[src/rtl/yfr_pkg.sv]
// Types and constants of the YMODEM frame receiver.
// Used by the byte CRC unit, the top level and the checker.
package yfr_pkg;

    localparam int SHORT_PAYLOAD = 128;
    localparam int LONG_PAYLOAD  = 1024;

    localparam logic [10:0] SHORT_CRC_HI_POS = 11'(SHORT_PAYLOAD + 3);
    localparam logic [10:0] LONG_CRC_HI_POS  = 11'(LONG_PAYLOAD + 3);
    localparam logic [10:0] SHORT_FRAME_LEN  = 11'(SHORT_PAYLOAD + 5);
    localparam logic [10:0] LONG_FRAME_LEN   = 11'(LONG_PAYLOAD + 5);

    localparam logic [10:0] POS_BLOCK   = 11'd1;
    localparam logic [10:0] POS_INVERSE = 11'd2;
    localparam logic [10:0] POS_PAYLOAD = 11'd3;

    localparam logic [15:0] CRC_POLY = 16'h1021;

    localparam logic [7:0] BYTE_SOH = 8'h01;
    localparam logic [7:0] BYTE_STX = 8'h02;
    localparam logic [7:0] BYTE_EOT = 8'h04;
    localparam logic [7:0] BYTE_REQ = 8'h43;

    localparam logic MODE_BYTE    = 1'b0;
    localparam logic MODE_RESTART = 1'b1;

    typedef enum logic [2:0] {
        EV_NONE    = 3'd0,
        EV_PAYLOAD = 3'd1,
        EV_GOOD    = 3'd2,
        EV_BAD     = 3'd3,
        EV_END     = 3'd4,
        EV_ABORT   = 3'd5,
        EV_CRC_REQ = 3'd6
    } t_event;

    typedef struct packed {
        logic       mode;
        logic [7:0] rx_byte;
    } t_in_req;

    typedef struct packed {
        t_event      event_res;
        logic [7:0]  payload_byte;
        logic [7:0]  block_number;
        logic [10:0] frame_length;
    } t_out_res;

endpackage

[src/rtl/ymodem_frame_receiver_unit.sv]
// YMODEM block deframer with CRC-16/XMODEM check.
// Depends on yfr_pkg and yfr_crc_byte.
//
// Input channel: i_in_valid / o_in_stall carry one request of t_in_req, a
// received byte (mode 0) or a restart of the expected block number (mode 1).
// Output channel: o_out_valid / i_out_stall carry one t_out_res
// per request: an event code with payload byte, block number and frame length.
// Every request gives exactly one result, in order.
// Throughput: one request per cycle while the output is not stalled; the CRC
// of a payload byte is folded combinationally by an unrolled eight-step
// network, which sets the clock path.
// A request is held in the input register; a result waits in the result
// register while the input register still takes one more request, so the
// input stalls only when both are full and the output is stalled.
// Reset (synchronous, active low) empties both registers, returns to the
// header phase and clears the expected block number.
module ymodem_frame_receiver_unit (
    input  logic              i_clk,
    input  logic              i_rst_n,
    input  logic              i_in_valid,
    output logic              o_in_stall,
    input  yfr_pkg::t_in_req  i_in_data,
    output logic              o_out_valid,
    input  logic              i_out_stall,
    output yfr_pkg::t_out_res o_out_data
);

    typedef enum logic [1:0] {
        PH_HEADER = 2'd0,
        PH_SHORT  = 2'd1,
        PH_LONG   = 2'd2
    } t_phase;

    logic              r_in_valid;
    yfr_pkg::t_in_req  r_in;
    logic              r_out_valid;
    yfr_pkg::t_out_res r_out;

    t_phase      r_phase,    n_phase;
    logic [10:0] r_count,    n_count;
    logic [7:0]  r_exp_seq,  n_exp_seq;
    logic [7:0]  r_got_seq,  n_got_seq;
    logic [7:0]  r_got_inv,  n_got_inv;
    logic [15:0] r_crc,      n_crc;
    logic [7:0]  r_crc_hi,   n_crc_hi;
    yfr_pkg::t_out_res n_out;

    logic        move;
    logic        accept;
    logic [15:0] crc_folded;
    logic [10:0] crc_hi_pos;
    logic [10:0] frame_len;
    logic        good;

    assign move       = r_in_valid && (!r_out_valid || !i_out_stall);
    assign o_in_stall = r_in_valid && !move;
    assign accept     = i_in_valid && !o_in_stall;

    yfr_crc_byte u_crc (
        .i_crc  (r_crc),
        .i_data (r_in.rx_byte),
        .o_crc  (crc_folded)
    );

    assign crc_hi_pos = (r_phase == PH_SHORT) ? yfr_pkg::SHORT_CRC_HI_POS
                                              : yfr_pkg::LONG_CRC_HI_POS;
    assign frame_len  = (r_phase == PH_SHORT) ? yfr_pkg::SHORT_FRAME_LEN
                                              : yfr_pkg::LONG_FRAME_LEN;
    assign good = (r_got_seq == r_exp_seq) && (r_got_seq == ~r_got_inv)
               && ({r_crc_hi, r_in.rx_byte} == r_crc);

    always_comb begin
        n_phase   = r_phase;
        n_count   = r_count;
        n_exp_seq = r_exp_seq;
        n_got_seq = r_got_seq;
        n_got_inv = r_got_inv;
        n_crc     = r_crc;
        n_crc_hi  = r_crc_hi;
        n_out     = '{event_res: yfr_pkg::EV_NONE, payload_byte: 8'd0,
                      block_number: 8'd0, frame_length: 11'd0};
        if (r_in.mode == yfr_pkg::MODE_RESTART) begin
            n_exp_seq = 8'd0;
        end else if (r_phase == PH_SHORT || r_phase == PH_LONG) begin
            n_count = r_count + 11'd1;
            priority if (r_count == yfr_pkg::POS_BLOCK) begin
                n_got_seq = r_in.rx_byte;
            end else if (r_count == yfr_pkg::POS_INVERSE) begin
                n_got_inv = r_in.rx_byte;
            end else if (r_count >= yfr_pkg::POS_PAYLOAD && r_count < crc_hi_pos) begin
                n_crc                = crc_folded;
                n_out.event_res      = yfr_pkg::EV_PAYLOAD;
                n_out.payload_byte   = r_in.rx_byte;
            end else if (r_count == crc_hi_pos) begin
                n_crc_hi = r_in.rx_byte;
            end else begin
                if (good) begin
                    n_exp_seq = r_exp_seq + 8'd1;
                end
                n_out.event_res    = good ? yfr_pkg::EV_GOOD : yfr_pkg::EV_BAD;
                n_out.block_number = r_got_seq;
                n_out.frame_length = frame_len;
                n_phase            = PH_HEADER;
                n_count            = 11'd0;
            end
        end else begin
            n_phase = PH_HEADER;
            n_count = 11'd0;
            priority if (r_in.rx_byte == yfr_pkg::BYTE_SOH) begin
                n_phase = PH_SHORT;
                n_count = 11'd1;
                n_crc   = 16'd0;
            end else if (r_in.rx_byte == yfr_pkg::BYTE_STX) begin
                n_phase = PH_LONG;
                n_count = 11'd1;
                n_crc   = 16'd0;
            end else if (r_in.rx_byte == yfr_pkg::BYTE_EOT) begin
                n_out.event_res = yfr_pkg::EV_END;
            end else if (r_in.rx_byte == yfr_pkg::BYTE_REQ) begin
                n_out.event_res = yfr_pkg::EV_CRC_REQ;
            end else begin
                n_out.event_res = yfr_pkg::EV_ABORT;
            end
        end
    end

    always_ff @(posedge i_clk) begin
        if (!i_rst_n) begin
            r_in_valid  <= 1'b0;
            r_out_valid <= 1'b0;
            r_phase     <= PH_HEADER;
            r_count     <= 11'd0;
            r_exp_seq   <= 8'd0;
            r_got_seq   <= 8'd0;
            r_got_inv   <= 8'd0;
            r_crc       <= 16'd0;
            r_crc_hi    <= 8'd0;
        end else begin
            if (accept) begin
                r_in_valid <= 1'b1;
            end else if (move) begin
                r_in_valid <= 1'b0;
            end
            if (move) begin
                r_out_valid <= 1'b1;
                r_phase     <= n_phase;
                r_count     <= n_count;
                r_exp_seq   <= n_exp_seq;
                r_got_seq   <= n_got_seq;
                r_got_inv   <= n_got_inv;
                r_crc       <= n_crc;
                r_crc_hi    <= n_crc_hi;
            end else if (!i_out_stall) begin
                r_out_valid <= 1'b0;
            end
        end
    end

    always_ff @(posedge i_clk) begin
        if (accept) begin
            r_in <= i_in_data;
        end
        if (move) begin
            r_out <= n_out;
        end
    end

    assign o_out_valid = r_out_valid;
    assign o_out_data  = r_out;

endmodule

[src/rtl/yfr_crc_byte.sv]
// Folds one byte into a CRC-16/XMODEM value, eight bit steps unrolled.
// Depends on yfr_pkg for the polynomial.
module yfr_crc_byte (
    input  logic [15:0] i_crc,
    input  logic [7:0]  i_data,
    output logic [15:0] o_crc
);

    always_comb begin
        logic [15:0] c;
        c = i_crc ^ {i_data, 8'h00};
        for (int k = 0; k < 8; k++) begin
            if (c[15]) begin
                c = {c[14:0], 1'b0} ^ yfr_pkg::CRC_POLY;
            end else begin
                c = {c[14:0], 1'b0};
            end
        end
        o_crc = c;
    end

endmodule

[config.mk]
export PLATFORM = sky130hd
export DESIGN_NAME = ymodem_frame_receiver_unit
export DESIGN_NICKNAME = d
export VERILOG_FILES = /design/src/rtl/yfr_pkg.sv /design/src/rtl/ymodem_frame_receiver_unit.sv /design/src/rtl/yfr_crc_byte.sv
export SDC_FILE = /design/constraint.sdc
export NUM_CORES = 1
export LEC_CHECK = 0
export ABC_AREA = 1
export BUFFER_PORTS_ARGS = -buffer_cell sky130_fd_sc_hd__buf_2
export CORE_MARGIN = 3
export CORE_UTILIZATION = 42
export DETAILED_ROUTE_END_ITERATION = 10
export HOLD_SLACK_MARGIN = 0.08
export RECOVER_POWER = 50
export SYNTH_ARGS = -nofsm -noshare
export SYNTH_HDL_FRONTEND = slang
export SYNTH_SLANG_ARGS = --single-unit
export TNS_END_PERCENT = 1
[constraint.sdc]
create_clock -name i_clk -period 2.4 [get_ports i_clk]
set_input_delay 0.48 -clock i_clk [delete_from_list [all_inputs] [get_ports i_clk]]
set_output_delay 0.48 -clock i_clk [all_outputs]
set_load 0.1 [all_outputs]
Word level (Yosys, flattened, before mapping)
Cells that the tools add are included.

storage, ports and cells
  register bits after elaboration = 102
  bits of input ports = 13
  output and inout bits = 32

operators by class
  add/sub/neg operators = 2
  order comparisons = 2
  equality and inequality tests = 22
  multiplexer cells = 54
  bitwise logic cells = 15
  reduce and logical (&&, ||, !) cells = 25

operators with widths
  operator                                                                count
  13-bit 2-to-1 mux                                                       8
  16-bit 2-to-1 mux                                                       6
  11-bit 2-to-1 mux                                                       7
  8-bit 2-to-1 mux                                                        8
  29-bit 2-to-1 mux                                                       2
  19-bit 2-to-1 mux                                                       2
  3-bit inverter                                                          8
  2-bit 2-to-1 mux                                                        11
  16-bit == test                                                          1
  8-bit == test                                                           2
  2-bit != test, second input constant                                    8
  16-bit bitwise XOR                                                      1
  7-bit AND reduction                                                     2
  6-bit AND reduction                                                     2
  11-bit by 1-bit adder with 11-bit output, second input constant         1
  11-bit by 1-bit == test with 1-bit output, second input constant        1
  11-bit == test                                                          1
  11-bit by 2-bit == test with 1-bit output, second input constant        1
  11-bit by 2-bit >= comparator with 1-bit output, second input constant  1
  11-bit < comparator                                                     1
  3-bit 2-to-1 mux                                                        3
  8-bit by 1-bit adder with 8-bit output, second input constant           1
  8-bit by 1-bit == test with 1-bit output, second input constant         1
  8-bit by 2-bit == test with 1-bit output, second input constant         1
  other kinds (18)                                                        40

Longest topological paths before layout
Gate-level depths: netlist of run 1.

  depth in word-level cells = 21
  depth in mapped cells = 15

Cells and area by module
Synthesis of run 1 repeated with hierarchy kept, for this count alone.

unflattened totals
  cell total of the unflattened synthesis = 757
  area total of the unflattened synthesis = 5315.1 µm²

by module, submodules not included
  module                      times used  cells each  area an instance (µm²)
  ymodem_frame_receiver_unit  1           642         4825.9
  yfr_crc_byte                1           115         489.2

Worst setup path after synthesis of run 1
No wires, ideal clock.

  path type = reg-to-reg
  start point = reg r_out_valid (netlist: o_out_valid)
  end point = reg r_in[0] (netlist bit) (enable)
  arrival = 2.865 ns
  required time = 2.122 ns
  path slack = -0.744 ns
  cell stages (with the launch flop) = 6
  path buffers = 0
  clock period less this slack = 3.144 ns
  path through = dfxtp_1 nand2_1 nor2_1 inv_1 nand2_1 inv_1

on the way
  word-level cells in the longest chain between the ends = 7

RTL lines
  element                   RTL line                           text
  start: declaration        ymodem_frame_receiver_unit.sv:36   logic r_out_valid;
  start signal: assignment  ymodem_frame_receiver_unit.sv:130  r_out_valid <= 1'b0;
  start signal: assignment  ymodem_frame_receiver_unit.sv:145  r_out_valid <= 1'b1;
  start signal: assignment  ymodem_frame_receiver_unit.sv:154  r_out_valid <= 1'b0;
  1-bit logical NOT         ymodem_frame_receiver_unit.sv:55   assign move = r_in_valid && (!r_out_valid || !i_out_stall);
  1-bit logical OR          ymodem_frame_receiver_unit.sv:55
  1-bit logical AND         ymodem_frame_receiver_unit.sv:55
  1-bit logical NOT         ymodem_frame_receiver_unit.sv:56   assign o_in_stall = r_in_valid && !move;
  1-bit logical AND         ymodem_frame_receiver_unit.sv:56
  via o_in_stall            ymodem_frame_receiver_unit.sv:21   output logic o_in_stall,
  1-bit logical NOT         ymodem_frame_receiver_unit.sv:57   assign accept = i_in_valid && !o_in_stall;
  1-bit logical AND         ymodem_frame_receiver_unit.sv:57
  via accept                ymodem_frame_receiver_unit.sv:49   logic accept;
  end signal: assignment    ymodem_frame_receiver_unit.sv:161  r_in <= i_in_data;
  end: declaration          ymodem_frame_receiver_unit.sv:35   yfr_pkg::t_in_req r_in;

The timed path passes the listed nets, and every way through them passes these cells.
A chain may end at the register's enable or synchronous reset.

Worst setup path in the final report of run 1
  start point = reg r_phase[1]
  end point = reg r_crc_hi[0]

on the way
  word-level cells in the longest chain between the ends = 6
  elaborated cells between the ends (all ways) = 9

RTL lines
  element                                     RTL line                           text
  start: declaration                          ymodem_frame_receiver_unit.sv:39   t_phase r_phase, n_phase;
  start signal: assignment                    ymodem_frame_receiver_unit.sv:146  r_phase <= n_phase;
  2-bit by 1-bit == test with 1-bit output *  ymodem_frame_receiver_unit.sv:65   assign crc_hi_pos = (r_phase == PH_SHORT) ? yfr_pkg::SHORT_CRC_HI_POS
  11-bit 2-to-1 mux *                         ymodem_frame_receiver_unit.sv:65
  via crc_hi_pos[7]                           ymodem_frame_receiver_unit.sv:51   logic [10:0] crc_hi_pos;
  11-bit < comparator                         ymodem_frame_receiver_unit.sv:90   end else if (r_count >= yfr_pkg::POS_PAYLOAD && r_count < crc_hi_pos) begin
  1-bit logical AND                           ymodem_frame_receiver_unit.sv:90
  1-bit inverter (no source line)             --
  7-bit AND reduction (no source line) *      --
  end signal: assignment                      ymodem_frame_receiver_unit.sv:152  r_crc_hi <= n_crc_hi;
  end: declaration                            ymodem_frame_receiver_unit.sv:45   logic [7:0] r_crc_hi, n_crc_hi;

The timed path passes the listed nets; every way through them passes the cells marked *.

==> out/qor.log, run 1 <==
qor: setup_path.timing.reg2reg.setup_slack 0.22 ns
qor: placement.placement.io_buffers 37
qor: routing.post_drt_via_cell_ratio 4.87
qor: routing.met3_wirelength 600 microns
qor: setup_path.critical-path-top-cell-by-count inv_1
qor: clock_network.clockBufferDepth 2
qor: floorplan.die-width 115 microns
qor: synthesis.combinational_family_with_the_most_area_after_synthesis simple AND/OR/NAND/NOR gates
qor: setup_path.critical_path.reg2reg.startpoint r_phase[1]$_SDFFE_PN0P_
qor: setup_path.timing.critical_path.cells inv_1 -> ha_1 -> inv_1 -> ha_1 -> inv_1 -> nor3_2 -> inv_1 -> nor2_1 -> nand3_1 -> a21oi_1
qor: final_layout.area_growth_syn_to_layout 11.1%
qor: final_layout.num_antenna_cells 0
qor: floorplan.placementRows 39
qor: setup_path.cp.arrival 2.45 ns
qor: routing.top_metal_layer_carrying_routed_signals met4
qor: synthesis.synth-xor-area-share 0.0701
qor: flow_run.max_cap_viol_count 0
qor: final_layout.design_area 5560 sq um
qor: clock_network.tritoncts.num_buffers 9
qor: sta.fmax 459 MHz
qor: floorplan.fp.coreArea 11500 sq um
qor: routing.drt_drc_violations_left 0
qor: sta.final_hold_viol_count 0
qor: clock_network.cts_root_buf clkbuf_16
qor: power_and_ir_drop.power_density 604 nW/um^2
qor: setup_path.critical_path_peak_fanout 8
qor: synthesis.synth-simple-area-share 0.292
qor: final_layout.most-common-layout-cells 144 x nand2_1, 88 x nor2_1, 81 x inv_1, 63 x dfxtp_1, 46 x a21oi_1
qor: run_status.outcome finished, final reports clean
qor: setup_path.cpMaxStageDelayCell nand3_1
qor: setup_path.critical_path_class reg -> reg
qor: placement.gp_congestion 0.900
qor: routing.drt_pre_antenna_iters 4
qor: global_routing.grt_pass1_wl 19.7 mm
qor: synthesis.synth_seq_cells 94
qor: clock_network.clkTransAtPathRegs 0.07 ns
qor: synthesis.synthCells 658
qor: power_and_ir_drop.vdd_ir_drop_max 0.000271 V
qor: sta.setup_repair_after_global_routing_missed_its_margin false
qor: synthesis.synth_compound_area_frac 0.0871
qor: setup_path.timing.critical_path.to_type register
qor: final_layout.final-instance-count-excl-fill 850
qor: sta.finalSetupViolCount 0
qor: setup_path.rr_worst_depth 10
qor: worst_hold_path.holdPathStages 1
qor: sta.clock_skew 0.00878 ns
qor: floorplan.design.die.area 13300 sq um
qor: power_and_ir_drop.leakage_power_of_the_design 2.31 nW
qor: floorplan.design.portCount 45
qor: global_routing.grt_antenna_before_repair 0
qor: setup_path.crit_path_start_kind register
qor: routing.finalWirelength 11.9 mm
qor: placement.dpl.hpwl 8.78 mm
qor: routing.m1WireLength 5.60 mm
qor: floorplan.die-height 115 microns
qor: setup_path.cp_top_family simple AND/OR/NAND/NOR gates
qor: synthesis.yosysWarnings 0
qor: sta.relSlewSlack 0.224
qor: sta.tmin_final 2.18 ns
qor: routing.number_of_nets_still_failing_antenna_checks_after_routing 0
qor: synthesis.synth.cell_area 5000 sq um
qor: final_layout.post_route_cells_drive_above_1_share 0.113
qor: global_routing.gr-total-overflow 0
qor: placement.detailedPlace.worstSlack 0.258 ns
qor: global_routing.grt_max_degree 42
qor: setup_path.critical_path.n_buffers_inverters 4
qor: clock_network.tritoncts_num_sinks 94
qor: routing.drt_first_iter_violations 290
qor: worst_hold_path.hold-path-endpoint r_in[2]$_DFFE_PP_
qor: setup_path.critical_path.max_stage_delay 0.37 ns
qor: setup_path.crit-reg2reg-capture r_crc_hi[0]$_SDFFE_PN0P_
qor: routing.wl_per_cell 13.9 microns
qor: sta.setup_tns 0 ns
qor: worst_hold_path.type_of_the_most_critical_hold_path in -> reg
qor: synthesis.yosysUniqueCellTypes 39
qor: sta.timing.final.crit_share 0.908
qor: floorplan.start_util 0.434
qor: final_layout.num-nets-final 722
qor: routing.route.vias.total 4139
qor: sta.max_slew.worst_pin.slew 1.17 ns
qor: clock_network.tritoncts built
qor: routing.met2_wire_length 5.35 mm
qor: sta.final-max-slew-violation-count 0
qor: global_routing.grt_pass1_vias 3946
qor: setup_path.worst-endpoint-required 2.67 ns
qor: placement.cell_area_reported_after_detailed_placement 5350 sq um
qor: synthesis.synth_mux_area_frac 0
qor: synthesis.yosys.area_share.adder 0.0175
qor: synthesis.post_synth.cell_area_avg 7.60 sq um
qor: worst_hold_path.hold_start i_in_data[2]
qor: clock_network.cts_max_level 3
qor: sta.setup_ws 0.222 ns
qor: final_layout.layout.cells.most_common nand2_1
qor: synthesis.yosysSeqAreaShare 0.438
qor: placement.dpl.cell_count 834
qor: clock_network.postCtsSetupRepairBufs 0
qor: clock_network.worst_skew_pair_later_pin_latency 0.35 ns
qor: global_routing.global_route.usage.total 0.189
## cell type report
cell class,instances,area [sq um]
multi-input cells,460,2350
clock buffers,11,233
well taps,143,179
clock inverters,5,26.3
inverters,86,323
flip-flops and latches,94,2190
fillers,1160,5960
repair buffers,51,255
## worst max path at each step
stage / end / from / depth (start not counted) / slack [ns]
2_1_floorplan: r_in[0]$_DFFE_PP_ / o_out_valid$_SDFFE_PN0P_ / 5 / -0.25
3_3_place_gp: o_out_data[19]$_SDFFCE_PP0P_ / r_phase[1]$_SDFFE_PN0P_ / 7 / 0.28
3_5_place_dp: o_out_data[19]$_SDFFCE_PP0P_ / r_phase[1]$_SDFFE_PN0P_ / 7 / 0.26
4_1_cts: o_out_data[19]$_SDFFCE_PP0P_ / r_phase[1]$_SDFFE_PN0P_ / 7 / 0.24
5_1_grt: r_crc_hi[6]$_SDFFE_PN0P_ / r_phase[1]$_SDFFE_PN0P_ / 10 / 0.02
6_report: r_crc_hi[0]$_SDFFE_PN0P_ / r_phase[1]$_SDFFE_PN0P_ / 10 / 0.22
## worst register-to-register path: stages (launching register included)
cell,delay (ns)
dfxtp_1,0.32
inv_1,0.07
ha_1,0.17
inv_1,0.08
ha_1,0.28
inv_1,0.05
nor3_2,0.23
inv_1,0.09
nor2_1,0.17
nand3_1,0.37
a21oi_1,0.27
## logic make-up after synthesis
family,after synthesis
and+or+nand+nor,324
buffers and inverters,110
DFF,94
AOI/OAI and AO/OA,82
xor gates and xnor gates,40
adders and majority gates,7
other,1
## metal layers
| layer | track usage | vias up |
|---|---|---|
| li1 | - | 2148 |
| met1 | 0.262 | 1865 |
| met2 | 0.291 | 105 |
| met3 | 0.0289 | 21 |
| met4 | 0.0884 | 0 |
| met5 | 0 | - |
## report_power, final
group	total, mW	switching (mW)	internal, mW
Combinational	0.362	0.298	0.0636
Clock	1.30	0.609	0.695
Sequential	1.69	0.0193	1.67
## cell usage after synthesis
library cell  number  area share
nand2_1          142        0.11
nor2_1            88       0.066
inv_1             81       0.061
dfxtp_1           63        0.25
a21oi_1           46       0.046
nand3_1           40       0.040
edfxtp_1          31        0.19
o21ai_0           30       0.030
xnor2_1           23       0.040
xor2_1            17       0.030
nor2_2            16       0.020
buf_4              9       0.014
or2_2              9       0.011
clkbuf_1           7      0.0053
ha_1               7       0.018
nand4_1            7      0.0088
inv_2              5      0.0038
nand2_4            5       0.011
nor3_1             4      0.0040
buf_2              3      0.0030
buf_6              3      0.0068
nand2_2            3      0.0038
buf_1              2      0.0015
nor3b_1            2      0.0030
a211oi_1           1      0.0015
a21boi_2           1      0.0023
a22oi_2            1      0.0025
a31oi_1            1      0.0013
a32o_1             1      0.0020
and2_0             1      0.0013
and2_1             1      0.0013
conb_1             1     0.00075
nand2_8            1      0.0040
nand3_4            1      0.0035
nand3b_1           1      0.0015
nor2_4             1      0.0023
nor3_2             1      0.0020
o21a_1             1      0.0015
or2_1              1      0.0013
## sequential cells by signal, indices dropped and copies added, names as in the netlist
register	count
o_out_data	22
r_crc	16
r_phase	2
r_count	11
r_in	9
r_got_seq	8
r_got_inv	8
r_exp_seq	8
r_in_valid	1
o_out_valid	1
r_crc_hi	8
## through the flow
stage	util	power, mW	hold WS [ns]
3_3_place_gp	0.465	2.09	0.445
3_5_place_dp	0.465	2.09	0.452
4_1_cts	0.487	3.38	0.293
5_1_grt	0.483	3.47	0.299
6_report	0.483	3.36	0.302
2_1_floorplan	-	2.02	0.436
## repair_timing
item / in CTS / in global routing
setup endpoints to repair: 0 / 2
hold buffers: 0 / 0
resized for setup: 0 / 1
(Power assumes the default switching activity.)
==> run 2, diff against run 1 <==
- REMOVE_ABC_BUFFERS: not set -> 1
==> run 2 against run 1 <==
Against the previous run:
- sequential cell count unchanged
- register-to-register slack better by 0.05 ns
- critical path depth is 2 higher
- clock-buffer cell count is 2 lower
- design area up 1.1%
- critical endpoint is now r_crc[2]$_SDFFE_PN0P_
- largest power group unchanged
==> out/qor.log, run 2 (synthesis results as in run 1) <==
qor: setup_path.crit_path_start_kind register
qor: global_routing.grt_pass1_vias 3830
qor: placement.detailedPlace.worstSlack 0.271 ns
qor: setup_path.critical_path_peak_fanout 13
qor: sta.final_hold_viol_count 0
qor: global_routing.gr-total-overflow 0
qor: routing.post_drt_via_cell_ratio 4.83
qor: floorplan.design.die.area 13300 sq um
qor: sta.fmax 469 MHz
qor: clock_network.tritoncts_num_sinks 94
qor: sta.setup_ws 0.267 ns
qor: routing.drt_first_iter_violations 256
qor: global_routing.grt_max_degree 25
qor: placement.gp_congestion 0.861
qor: routing.finalWirelength 11.9 mm
qor: floorplan.placementRows 39
qor: clock_network.worst_skew_pair_later_pin_latency 0.36 ns
qor: final_layout.post_route_cells_drive_above_1_share 0.119
qor: setup_path.timing.critical_path.to_type register
qor: floorplan.die-height 115 microns
qor: final_layout.layout.cells.most_common nand2_1
qor: sta.clock_skew 0.0101 ns
qor: floorplan.design.portCount 45
qor: clock_network.cts_max_level 3
qor: final_layout.area_growth_syn_to_layout 12.4%
qor: sta.max_slew.worst_pin.slew 1.18 ns
qor: final_layout.num-nets-final 721
qor: floorplan.die-width 115 microns
qor: clock_network.clkTransAtPathRegs 0.07 ns
qor: routing.drt_pre_antenna_iters 5
qor: setup_path.timing.critical_path.cells ha_1 -> inv_1 -> ha_1 -> inv_1 -> nand2_1 -> a22oi_2 -> nand3_4 -> a21boi_2 -> nand2_2 -> inv_2 -> nor2_1 -> nor2_1
qor: setup_path.critical_path.n_buffers_inverters 3
qor: clock_network.postCtsSetupRepairBufs 0
qor: worst_hold_path.type_of_the_most_critical_hold_path in -> reg
qor: flow_run.max_cap_viol_count 0
qor: setup_path.critical_path.max_stage_delay 0.36 ns
qor: power_and_ir_drop.switch_share 0.264
qor: global_routing.grt_pass1_wl 19.5 mm
qor: routing.route.vias.total 4099
qor: routing.drt_drc_violations_left 0
qor: power_and_ir_drop.power_density 641 nW/um^2
qor: clock_network.tritoncts built
qor: power_and_ir_drop.p_int 2.65 mW
qor: sta.relSlewSlack 0.219
qor: global_routing.global_route.usage.total 0.190
qor: sta.final-max-slew-violation-count 0
qor: sta.setup_repair_after_global_routing_missed_its_margin false
qor: power_and_ir_drop.sequentialPowerShare 0.470
qor: routing.number_of_nets_still_failing_antenna_checks_after_routing 0
qor: final_layout.most-common-layout-cells 143 x nand2_1, 89 x nor2_1, 81 x inv_1, 63 x dfxtp_1, 46 x a21oi_1
qor: setup_path.worst-endpoint-required 2.69 ns
qor: placement.dpl.hpwl 8.86 mm
qor: setup_path.cpMaxStageDelayCell dfxtp_1
qor: setup_path.cp_top_family simple AND/OR/NAND/NOR gates
qor: power_and_ir_drop.switching_power 951 uW
qor: global_routing.grt_antenna_before_repair 0
qor: sta.timing.final.crit_share 0.889
qor: floorplan.start_util 0.434
qor: sta.timing.hold.ws 0.294 ns
qor: final_layout.max_ffs_per_register 22
qor: setup_path.critical_path_class reg -> reg
qor: power_and_ir_drop.leakage_power_of_the_design 2.35 nW
qor: sta.finalSetupViolCount 0
qor: final_layout.num_antenna_cells 0
qor: power_and_ir_drop.vdd_ir_drop_max 0.000293 V
qor: floorplan.fp.coreArea 11500 sq um
qor: power_and_ir_drop.power.share.clock 0.430
qor: run_status.outcome finished, final reports clean
qor: clock_network.tritoncts.num_buffers 9
qor: power_and_ir_drop.pwr-share-comb 0.100
qor: routing.wl_per_cell 14.0 microns
qor: clock_network.cts_hold_buffers 0
qor: clock_network.clockBufferDepth 2
qor: placement.placement.io_buffers 37
qor: setup_path.cp.arrival 2.42 ns
qor: sta.tmin_final 2.13 ns
qor: clock_network.cts_root_buf clkbuf_16
qor: sta.setup_tns 0 ns
==> run 2: changes by cell type in the layout (fill, tap and decap cells not counted), moves of 2 or more <==
cell / previous run / this run
clkbuf_1: 28 / 25
bufinv_16: 0 / 2
clkinv_1: 2 / 0
clkinvlp_4: 0 / 2
==> run 2: path summary, 6_finish.rpt <==
kind | start | endpoint | slack (ns) | cells past startpoint
hold / removal | i_in_data[4] | r_in[4]$_DFFE_PP_ | 0.29 | 1
setup reg to reg | r_phase[0]$_SDFFE_PN0P_ | r_crc[2]$_SDFFE_PN0P_ | 0.27 | 12
hold reg to reg | r_crc_hi[0]$_SDFFE_PN0P_ | r_crc_hi[0]$_SDFFE_PN0P_ | 0.46 | 2
setup / recovery | r_phase[0]$_SDFFE_PN0P_ | r_crc[2]$_SDFFE_PN0P_ | 0.27 | 12
==> run 2: final cells by class <==
class | count | area (sq um)
Sequential cell | 94 | 2190
Timing Repair Buffer | 50 | 249
Fill cell | 1132 | 5900
Tap cell | 143 | 179
Multi-Input combinational cell | 460 | 2350
Clock buffer | 9 | 225
Inverter | 86 | 323
Clock inverter | 7 | 97.6
==> run 2: through the flow <==
stage / power [mW] / area [sq um] / util / std cells
finish: 3.60 / 5620 / 0.488 / 849
floorplan: 2.00 / 4870 / - / 640
detailed placement: 2.09 / 5340 / 0.463 / 833
CTS: 3.64 / 5660 / 0.491 / 849
global route: 3.74 / 5620 / 0.488 / 849
global placement: 2.09 / 5340 / 0.463 / 833
==> run 2: timing repair <==
item                                    in CTS  in global routing
endpoints found under the hold margin        0                  0
resized for setup                            0                  1
endpoints found under the setup margin       0                  1
==> run 2: worst register-to-register path: cells and delay by family (launching register included) <==
family / cells / cell delay, ns
AND/OR/NAND/NOR: 5 / 0.57
flip-flops: 1 / 0.36
buffers and inverters: 3 / 0.34
AO/OA/AOI/OAI: 2 / 0.42
adder cells (fa/ha/maj): 2 / 0.38
==> run 2: power groups by stage <==
stage	Clock [mW]	Sequential [mW]	Combinational [mW]
2_1_floorplan	0	1.84	0.159
3_3_place_gp	0	1.72	0.363
3_5_place_dp	0	1.73	0.366
4_1_cts	1.59	1.69	0.367
5_1_grt	1.66	1.69	0.385
6_report	1.55	1.69	0.361
==> run 2: per-layer routing <==
layer  vias to the layer above  GRT usage  routed length, microns
li1                       2149          -                       -
met1                      1861      0.259                    5750
met2                        79      0.304                    5570
met3                        10     0.0337                     424
met4                         0     0.0689                     147
met5                         -          0                       0
